<file path="src/rtl/core/acou_pkg.sv">
package acou_pkg;

	// Command codes
	localparam logic [2:0] CMD_BLEND   = 3'd0;
	localparam logic [2:0] CMD_LIGHTEN = 3'd1;
	localparam logic [2:0] CMD_DARKEN  = 3'd2;
	localparam logic [2:0] CMD_NUDGE   = 3'd3;
	localparam logic [2:0] CMD_HILITE  = 3'd4;
	localparam logic [2:0] CMD_SHADOW  = 3'd5;
	localparam logic [2:0] CMD_AVERAGE = 3'd6;

	localparam int CH_W   = 8;
	localparam int NUM_CH = 4;
	localparam int LUMA_W = 18;
	localparam int MIX_W  = 16;

	// Luminance weights and threshold
	localparam logic [9:0]        LUMA_R  = 10'd222;
	localparam logic [9:0]        LUMA_G  = 10'd707;
	localparam logic [9:0]        LUMA_B  = 10'd71;
	localparam logic [LUMA_W-1:0] LUMA_TH = 18'd160000;

	localparam logic [CH_W-1:0] CH_MAX   = 8'd255;
	localparam logic [CH_W-1:0] HI_FLOOR = 8'd51;
	// Smallest colour channel a hilite can give: 51 * 12 / 10
	localparam logic [CH_W-1:0] HI_MIN   = 8'd61;
	// Reciprocal of 5 in 16 fractional bits, exact for values up to 1530
	localparam logic [13:0]     RECIP5   = 14'd13108;

	typedef struct packed {
		logic [2:0]  command;
		logic [31:0] color_a;
		logic [31:0] color_b;
		logic [7:0]  amount;
	} job_t;

	typedef struct packed {
		logic [31:0] color_out;
		logic        input_is_light;
	} res_t;

endpackage

</file>
<file path="src/rtl/core/acou_if.sv">
interface acou_job_if;
	import acou_pkg::*;

	logic valid;
	logic ready;
	job_t data;

	modport source (output valid, output data, input ready);
	modport sink (input valid, input data, output ready);
endinterface

interface acou_res_if;
	import acou_pkg::*;

	logic valid;
	logic ready;
	res_t data;

	modport source (output valid, output data, input ready);
	modport sink (input valid, input data, output ready);
endinterface

</file>
<file path="src/rtl/core/argb_color_op_unit.sv">
// ARGB8888 color operation unit.
//
// Channels: "job" carries one transaction per pixel (command, color_a,
// color_b, amount); "res" returns one transaction per job (color_out,
// input_is_light), in order. Both use valid/ready; a transaction moves at
// a rising edge of clk with valid and ready high.
//
// Throughput: one transaction per cycle, sustained while res.ready is high,
// set by a three-stage pipeline (luminance, per-channel products, divide
// by 255 and select). A job accepted on job is registered in stage 1, then
// in stage 2, then in stage 3, whose register drives res.
//
// Stall: each stage holds while the next one is full and stalled; a stage
// that is empty still fills, so bubbles close up behind a stalled receiver.
// Nothing is dropped or repeated. job.ready falls only once all three
// stages are full and res.ready is low.
//
// Reset: arst_n clears the stage valid bits at once; the pipeline is empty
// and job.ready is high as soon as reset is released.
module argb_color_op_unit (
	input logic         clk,
	input logic         arst_n,
	acou_job_if.sink    job,
	acou_res_if.source  res
);
	import acou_pkg::*;

	// Handshake chain: a stage advances when empty or when its successor moves
	logic rdy1, rdy2, rdy3;

	// Stage 1: registered job plus light flag
	logic              v_s1;
	logic [2:0]        cmd_s1;
	logic [31:0]       ca_s1;
	logic [31:0]       cb_s1;
	logic [CH_W-1:0]   amt_s1;
	logic              light_s1;

	// Stage 2: products for the linear blend, and the non-blending results
	logic              v_s2;
	logic              mix_sel_s2;
	logic [MIX_W-1:0]  sum_s2 [NUM_CH];
	logic [31:0]       alt_s2;
	logic              light_s2;

	// Stage 3: output register
	logic              v_s3;
	logic [31:0]       color_s3;
	logic              light_s3;

	assign rdy3      = !v_s3 || res.ready;
	assign rdy2      = !v_s2 || rdy3;
	assign rdy1      = !v_s1 || rdy2;
	assign job.ready = rdy1;

	// ---------------------------------------------------------------
	// Stage 1: luminance of color_a
	// ---------------------------------------------------------------
	logic [LUMA_W-1:0] luma;

	always_comb begin
		luma = LUMA_W'(job.data.color_a[23:16]) * LUMA_W'(LUMA_R)
		     + LUMA_W'(job.data.color_a[15:8]) * LUMA_W'(LUMA_G)
		     + LUMA_W'(job.data.color_a[7:0]) * LUMA_W'(LUMA_B);
	end

	always_ff @(posedge clk or negedge arst_n) begin
		if (!arst_n) begin
			v_s1 <= 1'b0;
		end else if (rdy1) begin
			v_s1 <= job.valid;
		end
	end

	always_ff @(posedge clk) begin
		if (rdy1 && job.valid) begin
			cmd_s1   <= job.data.command;
			ca_s1    <= job.data.color_a;
			cb_s1    <= job.data.color_b;
			amt_s1   <= job.data.amount;
			light_s1 <= luma > LUMA_TH;
		end
	end

	// ---------------------------------------------------------------
	// Stage 2: x*(255-t) + y*t per channel, and the simple operations
	// ---------------------------------------------------------------
	logic              mix_sel;
	logic              to_white;
	logic [CH_W-1:0]   inv_t;
	logic [CH_W-1:0]   x_ch  [NUM_CH];
	logic [CH_W-1:0]   y_ch  [NUM_CH];
	logic [MIX_W-1:0]  sum_c [NUM_CH];
	logic [31:0]       alt;
	logic [CH_W-1:0]   hi_w;
	logic [10:0]       hi_p;
	logic [24:0]       hi_q;
	logic [9:0]        shd;
	logic [CH_W:0]     avg;

	always_comb begin
		inv_t    = CH_MAX - amt_s1;
		to_white = (cmd_s1 == CMD_LIGHTEN) || ((cmd_s1 == CMD_NUDGE) && !light_s1);
		case (cmd_s1)
			CMD_BLEND, CMD_LIGHTEN, CMD_DARKEN, CMD_NUDGE: mix_sel = 1'b1;
			default:                                       mix_sel = 1'b0;
		endcase

		for (int c = 0; c < NUM_CH; c++) begin
			x_ch[c] = ca_s1[c*CH_W +: CH_W];
			if (cmd_s1 == CMD_BLEND) begin
				y_ch[c] = cb_s1[c*CH_W +: CH_W];
			end else if (c == NUM_CH - 1) begin
				// Lighten, darken and nudge keep alpha as their target
				y_ch[c] = ca_s1[c*CH_W +: CH_W];
			end else begin
				y_ch[c] = to_white ? CH_MAX : '0;
			end
			sum_c[c] = MIX_W'(x_ch[c]) * MIX_W'(inv_t) + MIX_W'(y_ch[c]) * MIX_W'(amt_s1);
		end

		alt  = ca_s1;
		hi_w = '0;
		hi_p = '0;
		hi_q = '0;
		shd  = '0;
		avg  = '0;
		case (cmd_s1)
			CMD_HILITE: begin
				for (int c = 0; c < NUM_CH - 1; c++) begin
					hi_w = (x_ch[c] < HI_FLOOR) ? HI_FLOOR : x_ch[c];
					// w * 12 / 10 as (6w) / 5, division by reciprocal
					hi_p = {1'b0, hi_w, 2'b00} + {2'b00, hi_w, 1'b0};
					hi_q = 25'(hi_p) * 25'(RECIP5);
					alt[c*CH_W +: CH_W] = (hi_q[24:16] > 9'(CH_MAX)) ? CH_MAX
					                                                 : hi_q[23:16];
				end
			end
			CMD_SHADOW: begin
				for (int c = 0; c < NUM_CH - 1; c++) begin
					shd = {1'b0, x_ch[c], 1'b0} + {2'b00, x_ch[c]};
					alt[c*CH_W +: CH_W] = shd[9:2];
				end
			end
			CMD_AVERAGE: begin
				for (int c = 0; c < NUM_CH; c++) begin
					avg = {1'b0, x_ch[c]} + {1'b0, cb_s1[c*CH_W +: CH_W]};
					alt[c*CH_W +: CH_W] = avg[CH_W:1];
				end
			end
			default: begin
				alt = ca_s1;
			end
		endcase
	end

	always_ff @(posedge clk or negedge arst_n) begin
		if (!arst_n) begin
			v_s2 <= 1'b0;
		end else if (rdy2) begin
			v_s2 <= v_s1;
		end
	end

	always_ff @(posedge clk) begin
		if (rdy2 && v_s1) begin
			mix_sel_s2 <= mix_sel;
			alt_s2     <= alt;
			light_s2   <= light_s1;
			for (int c = 0; c < NUM_CH; c++) begin
				sum_s2[c] <= sum_c[c];
			end
		end
	end

	// ---------------------------------------------------------------
	// Stage 3: divide by 255 and select
	// ---------------------------------------------------------------
	// For s below 65535, s / 255 == (s + 1 + (s >> 8)) >> 8
	logic [MIX_W:0] div_t [NUM_CH];
	logic [31:0]    mixed;

	always_comb begin
		for (int c = 0; c < NUM_CH; c++) begin
			div_t[c] = {1'b0, sum_s2[c]} + (MIX_W+1)'(1)
			         + {9'b0, sum_s2[c][MIX_W-1:CH_W]};
			mixed[c*CH_W +: CH_W] = div_t[c][MIX_W-1:CH_W];
		end
	end

	always_ff @(posedge clk or negedge arst_n) begin
		if (!arst_n) begin
			v_s3 <= 1'b0;
		end else if (rdy3) begin
			v_s3 <= v_s2;
		end
	end

	always_ff @(posedge clk) begin
		if (rdy3 && v_s2) begin
			color_s3 <= mix_sel_s2 ? mixed : alt_s2;
			light_s3 <= light_s2;
		end
	end

	assign res.valid               = v_s3;
	assign res.data.color_out      = color_s3;
	assign res.data.input_is_light = light_s3;

	// ---------------------------------------------------------------
	// Assertions
	// ---------------------------------------------------------------
	// A hilite never leaves a color channel below the raised floor
	a_hilite_floor: assert property (@(posedge clk) disable iff (!arst_n)
		(v_s1 && cmd_s1 == CMD_HILITE) |->
			(alt[7:0] >= HI_MIN && alt[15:8] >= HI_MIN && alt[23:16] >= HI_MIN))
		else $error("hilite floor check");

	// A stalled stage 2 holds its channel 0 product and its other result, and stays full
	a_s2_hold: assert property (@(posedge clk) disable iff (!arst_n)
		(v_s2 && !rdy3) |=> (v_s2 && $stable(sum_s2[0]) && $stable(alt_s2)))
		else $error("stage 2 lost data under stall");

	// The input side is only stalled when every stage is full
	a_full_stall: assert property (@(posedge clk) disable iff (!arst_n)
		!job.ready |-> (v_s1 && v_s2 && v_s3 && !res.ready))
		else $error("input stalled with a bubble in the pipeline");

	// A transaction in stage 1 that cannot advance stays put
	a_s1_hold: assert property (@(posedge clk) disable iff (!arst_n)
		(v_s1 && !rdy2) |=> (v_s1 && $stable(ca_s1) && $stable(cmd_s1)))
		else $error("stage 1 lost data under stall");

endmodule
</file>
<file path="src/flat_wrapper.sv">
// flat-port wrapper written by rule: the top's interface ports become plain ports
module argb_color_op_unit_flat import acou_pkg::*;
  (clk, arst_n, job_valid, job_data, job_ready, res_valid, res_data, res_ready);
  acou_job_if job_i ();
  acou_res_if res_i ();
  input logic clk;
  input logic arst_n;
  input wire logic [$bits(job_i.valid)-1:0] job_valid;
  input wire logic [$bits(job_i.data)-1:0] job_data;
  output wire logic [$bits(job_i.ready)-1:0] job_ready;
  output wire logic [$bits(res_i.valid)-1:0] res_valid;
  output wire logic [$bits(res_i.data)-1:0] res_data;
  input wire logic [$bits(res_i.ready)-1:0] res_ready;
  assign job_i.valid = job_valid;
  assign job_i.data = job_data;
  assign job_ready = job_i.ready;
  assign res_valid = res_i.valid;
  assign res_data = res_i.data;
  assign res_i.ready = res_ready;
  argb_color_op_unit u_core (.clk(clk), .arst_n(arst_n), .job(job_i), .res(res_i));
endmodule
</file>
<file path="config.mk">
export PLATFORM = sky130hd
export DESIGN_NAME = argb_color_op_unit_flat
export DESIGN_NICKNAME = d
export VERILOG_FILES = /design/src/rtl/core/acou_pkg.sv /design/src/rtl/core/acou_if.sv /design/src/rtl/core/argb_color_op_unit.sv /design/src/flat_wrapper.sv
export SDC_FILE = /design/constraint.sdc
export NUM_CORES = 2
export LEC_CHECK = 0
export ABC_AREA = 1
export BUFFER_PORTS_ARGS = -buffer_cell sky130_fd_sc_hd__buf_4
export CAP_MARGIN = 20
export CORE_UTILIZATION = 41
export DETAILED_ROUTE_END_ITERATION = 7
export PLACE_DENSITY = 0.62
export SYNTH_ARGS = -nofsm -noshare
export SYNTH_HDL_FRONTEND = slang
export SYNTH_SLANG_ARGS = --single-unit
</file>
<file path="constraint.sdc">
create_clock -name clk -period 7.7 [get_ports clk]
set_input_delay 0.77 -clock clk [delete_from_list [all_inputs] [get_ports clk]]
set_output_delay 0.77 -clock clk [all_outputs]
set_load 0.02 [all_outputs]
</file>
==> metrics.md <==
| Metric | Value |
|---|---|
| Result of the run | finished clean |
| Clock H-tree levels | 1 |
| Cell taking the most area after synthesis | sky130_fd_sc_hd__fa_1 |
| Ys flop type | sky130_fd_sc_hd__edfxtp_1 |
| Count of nets left with antenna violations after detail routing | 0 |
| Die height | approximately 310 µm |
| Setup crit end kind | register |
| Data arrival time at the worst-slack endpoint | 7.56 ns |
| Buffer depth of the longest clock path | 3 |
| Mapped cell area | between 0.03 and 0.04 mm² |
| GR met2 Demand/Resource | a little under two fifths |
| Synth area leaders | sky130_fd_sc_hd__fa_1 28%, sky130_fd_sc_hd__ha_1 20%, sky130_fd_sc_hd__edfxtp_1 16%, sky130_fd_sc_hd__inv_1 10%, sky130_fd_sc_hd__nand2_1 7.3% |
| Time the worst path needs with I/O delays and setup | 7.22 ns |
| EDFF count, synth | 207 |
| Min-Delay Path Class | input port to register |
| Maximum number of pins on one net before global-route repair | 63 |
| Count of input and output buffers | between 100 and 150 |
| Resized cells post-CTS | 0 |
| Number of diodes added for antenna fixing | 0 |
| Later-pin clock latency in the skew report | 0.63 ns |
| Maximum clock rate | 138 MHz |
| Sum of overflow across all layers after global routing | 0 |
| Wire per inst | 17.4 µm |
| Clock edge transition at the registers on the reported setup and hold paths | 0.07 ns |
| Fraction of final layout cells sized beyond drive strength 1 | 6.85% |
| Number of max-slew violations in the final report | 0 |
| Synthesized instance count | 4,483 |
| Hold Violations, Final | 0 |
| DRT Wirelength | 102,000 µm |
| Post-Syn Area per Cell | 8.63 µm² |
| Total I/O pin count | approximately 110 |
| Detailed-route DRC error count | 0 |
| Count of state elements after synthesis | between 200 and 250 |
| Final Net Count | 5,850 |
| Slowest-stage cell, CP | sky130_fd_sc_hd__edfxtp_1 |
| DR iter-0 viols | around 1,800 |
| Antenna violations before repair | 1 |
| Most congested layer reported by global routing | met2 |
| Post-route fraction of the period consumed by the critical path | 93.8% |
| Number of clock sinks | 210 |
| Met1 Usage GRT | 28.7% |
| Max-cap check violation count | 0 |
| Number of detailed-route iterations in the first pass | 6 |
| Largest incremental delay on the critical path | 0.61 ns |
| Area of the die | 0.0956 mm² |
| Overall Global Routing Usage | 22.2% |
| Worst-margin pin slew | roughly 1.0 ns |
| CTS tree | yes |
| Die W | between 300 and 400 µm |
| Global-route met3 utilization | 4.24% |
| Fraction of the core area covered by cells at the end of the flow | 45.2% |
| Slack of the worst reg-to-reg path | 0.48 ns |
| Detailed placer's ending HPWL | 83,600 µm |
| Worst reg2reg path endpoint | u_core.alt_s2[5]$_DFFE_PP_ |
| RD Place Congestion | roughly 0.92 |
| Path type of the worst setup path | register to register |
| Layout overhead on the synthesized area | 9.23% |
| Share of synthesized registers carrying an async set or reset | 1.43% |
| Sequential element share of the synthesized area | 16.3% |
| Clock root buffer master | sky130_fd_sc_hd__clkbuf_16 |
| Starting utilization of the core area | approximately two fifths |
| Number of warnings printed during yosys synthesis | 0 |
| RSZ-0062 raised after global routing | no |
| Number of global-route vias before repair | 30,400 |
| Endpoint of the worst setup timing path | u_core.alt_s2[5]$_DFFE_PP_ |
| Total nets after synthesis | between 5,000 and 6,000 |
| Via count | between 20,000 and 30,000 |
| Core footprint | 0.0935 mm² |
| Row cnt | 112 |
| Unique masters post-synth | 60 |
| Maximum fanout count along the critical path | 10 |
| Wire length of the first global-routing pass | between 150,000 and 200,000 µm |
| Fraction of synthesized cell area taken by the top area cell type | 27.9% |
| Endpoints failing setup | 0 |
| FF-to-FF path depth | 32 |
| Worst-case headroom to the max-slew limit | 31.4% |
| Post-route clock skew | between 0.03 and 0.04 ns |
| Required @ worst endpoint | roughly 8 ns |
| Launching point of the worst reg2reg path | u_core.ca_s1[7]$_DFFE_PP_ |
| Critical Path Start Type | register |
| CTS buffer count | 29 |
| Post-DR vias/cell | 4.95 |
| Critical Path Source | u_core.ca_s1[7]$_DFFE_PP_ |
| Final-layout setup total negative slack | 0 ns |
## worst min-delay path by stage
stage | slack, ns | to | cells past startpoint | startpoint
floorplan | 0.40 | u_core.light_s3$_DFFE_PP_ | 0 | u_core.light_s2$_DFFE_PP_
global placement | 0.42 | u_core.light_s3$_DFFE_PP_ | 0 | u_core.light_s2$_DFFE_PP_
detailed placement | 0.44 | u_core.light_s3$_DFFE_PP_ | 0 | u_core.light_s2$_DFFE_PP_
CTS | 0.27 | u_core.cb_s1[7]$_DFFE_PP_ | 1 | job_data[15]
global route | 0.29 | u_core.cb_s1[28]$_DFFE_PP_ | 1 | job_data[36]
finish | 0.31 | u_core.cb_s1[7]$_DFFE_PP_ | 1 | job_data[15]
## repair_timing
item / CTS / global route
hold buffers: 1 / 0
endpoints found under the hold margin: 3 / 0
buffers inserted: 0 / 0
## worst max-delay path: cells and delay by family, from the launching register on
family / cells / cell delay [ns]
and+or+nand+nor: 8 / 0.80
buffers and inverters: 6 / 0.69
adders and majority gates: 9 / 3.11
AOI/OAI and AO/OA: 7 / 1.17
xor gates and xnor gates: 2 / 0.55
DFF: 1 / 0.61
## state kept, by name, summed over array words and instances (netlist names)
name / count
u_core.sum_s2: 64
u_core.alt_s2: 32
u_core.ca_s1: 32
u_core.cb_s1: 32
u_core.color_s3: 32
u_core.amt_s1: 8
u_core.cmd_s1: 3
u_core.light_s1: 1
u_core.light_s2: 1
u_core.light_s3: 1
u_core.mix_sel_s2: 1
u_core.res.valid: 1
u_core.v_s1: 1
u_core.v_s2: 1
## placed cells by master (no fill, tap or decap), drive strengths merged, types with 6 or more instances in the layout
| master | netlist | final |
|---|---|---|
| a211oi | 6 | 6 |
| fa | 539 | 539 |
| ha | 630 | 630 |
| nand3b | 13 | 13 |
| nand2 | 768 | 768 |
| xor2 | 86 | 86 |
| edfxtp | 207 | 207 |
| o21bai | 14 | 14 |
| o211ai | 8 | 8 |
| buf | 18 | 178 |
| inv | 1049 | 1054 |
| a21o | 15 | 15 |
| nand4 | 29 | 29 |
| nor2 | 451 | 451 |
| clkinv | 3 | 17 |
| o21ai | 116 | 116 |
| clkbuf | 73 | 30 |
| o31ai | 12 | 12 |
| nand3 | 123 | 123 |
| or2 | 13 | 13 |
| nor3 | 18 | 18 |
| a21oi | 197 | 197 |
| a31oi | 17 | 17 |
| xnor2 | 43 | 43 |
| o21a | 10 | 10 |
## kinds of logic after synthesis
family                     after synthesis  share of synthesized area, %
adders and majority gates             1169                          48.2
and+or+nand+nor                       1422                          15.1
DFF                                    210                          16.3
xor gates and xnor gates               129                          2.94
AOI/OAI and AO/OA                      409                          6.16
other                                    1                       0.00969
buffers and inverters                 1143                          11.3
## synth_stat cells (2+ instances only)
| cell type | number |
|---|---|
| sky130_fd_sc_hd__inv_1 | 1037 |
| sky130_fd_sc_hd__nand2_1 | 748 |
| sky130_fd_sc_hd__ha_1 | 630 |
| sky130_fd_sc_hd__fa_1 | 539 |
| sky130_fd_sc_hd__nor2_1 | 437 |
| sky130_fd_sc_hd__edfxtp_1 | 207 |
| sky130_fd_sc_hd__a21oi_1 | 192 |
| sky130_fd_sc_hd__nand3_1 | 120 |
| sky130_fd_sc_hd__xor2_1 | 85 |
| sky130_fd_sc_hd__o21ai_0 | 80 |
| sky130_fd_sc_hd__clkbuf_1 | 73 |
| sky130_fd_sc_hd__xnor2_1 | 43 |
| sky130_fd_sc_hd__nand4_1 | 29 |
| sky130_fd_sc_hd__o21ai_1 | 20 |
| sky130_fd_sc_hd__nor3_1 | 18 |
| sky130_fd_sc_hd__a31oi_1 | 17 |
| sky130_fd_sc_hd__o21ai_2 | 16 |
| sky130_fd_sc_hd__a21o_1 | 15 |
| sky130_fd_sc_hd__nand2_2 | 14 |
| sky130_fd_sc_hd__o21bai_1 | 14 |
| sky130_fd_sc_hd__nand3b_1 | 13 |
| sky130_fd_sc_hd__or2_2 | 11 |
| sky130_fd_sc_hd__inv_2 | 10 |
| sky130_fd_sc_hd__nor2_2 | 10 |
| sky130_fd_sc_hd__o21a_1 | 10 |
| sky130_fd_sc_hd__o31ai_1 | 10 |
| sky130_fd_sc_hd__o211ai_1 | 8 |
| sky130_fd_sc_hd__a211oi_1 | 6 |
| sky130_fd_sc_hd__buf_4 | 6 |
| sky130_fd_sc_hd__nand2_4 | 6 |
| sky130_fd_sc_hd__buf_2 | 5 |
| sky130_fd_sc_hd__nor4_1 | 5 |
| sky130_fd_sc_hd__a21oi_2 | 4 |
| sky130_fd_sc_hd__buf_6 | 4 |
| sky130_fd_sc_hd__o22ai_1 | 4 |
| sky130_fd_sc_hd__buf_1 | 3 |
| sky130_fd_sc_hd__clkinv_1 | 3 |
| sky130_fd_sc_hd__dfrtp_1 | 3 |
| sky130_fd_sc_hd__nor2_4 | 3 |
| sky130_fd_sc_hd__and2_1 | 2 |
| sky130_fd_sc_hd__nand3_4 | 2 |
| sky130_fd_sc_hd__o2111ai_1 | 2 |
| sky130_fd_sc_hd__or2_1 | 2 |
## layer usage
metal,vias up,routed length (µm)
li1,14200,-
met1,14000,43900
met2,756,48000
met3,158,7110
met4,0,3260
met5,-,0
## final cells by class
type | count | area, µm²
Tap cell | 1254 | 1570
Inverter | 1052 | 3960
Fill cell | 9187 | 51200
Clock inverter | 24 | 290
Sequential cell | 210 | 6290
Timing Repair Buffer | 179 | 1360
Clock buffer | 30 | 729
Multi-Input combinational cell | 3130 | 28100
## per-stage QoR
step / hold slack (ns) / setup WS [ns] / cells / cell area (µm²)
3_5_place_dp: 0.436 / 0.544 / 5824 / 41200
6_report: 0.313 / 0.476 / 5879 / 42300
4_1_cts: 0.274 / 0.524 / 5879 / 42300
2_1_floorplan: 0.400 / 1.08 / 4483 / 38700
3_3_place_gp: 0.419 / 0.611 / 5824 / 41200
5_1_grt: 0.292 / 0.0214 / 5879 / 42300
Power is left out: the tool's default activity adds up to more than one toggle a clock period on the data nets, which glitch-free logic cannot reach.
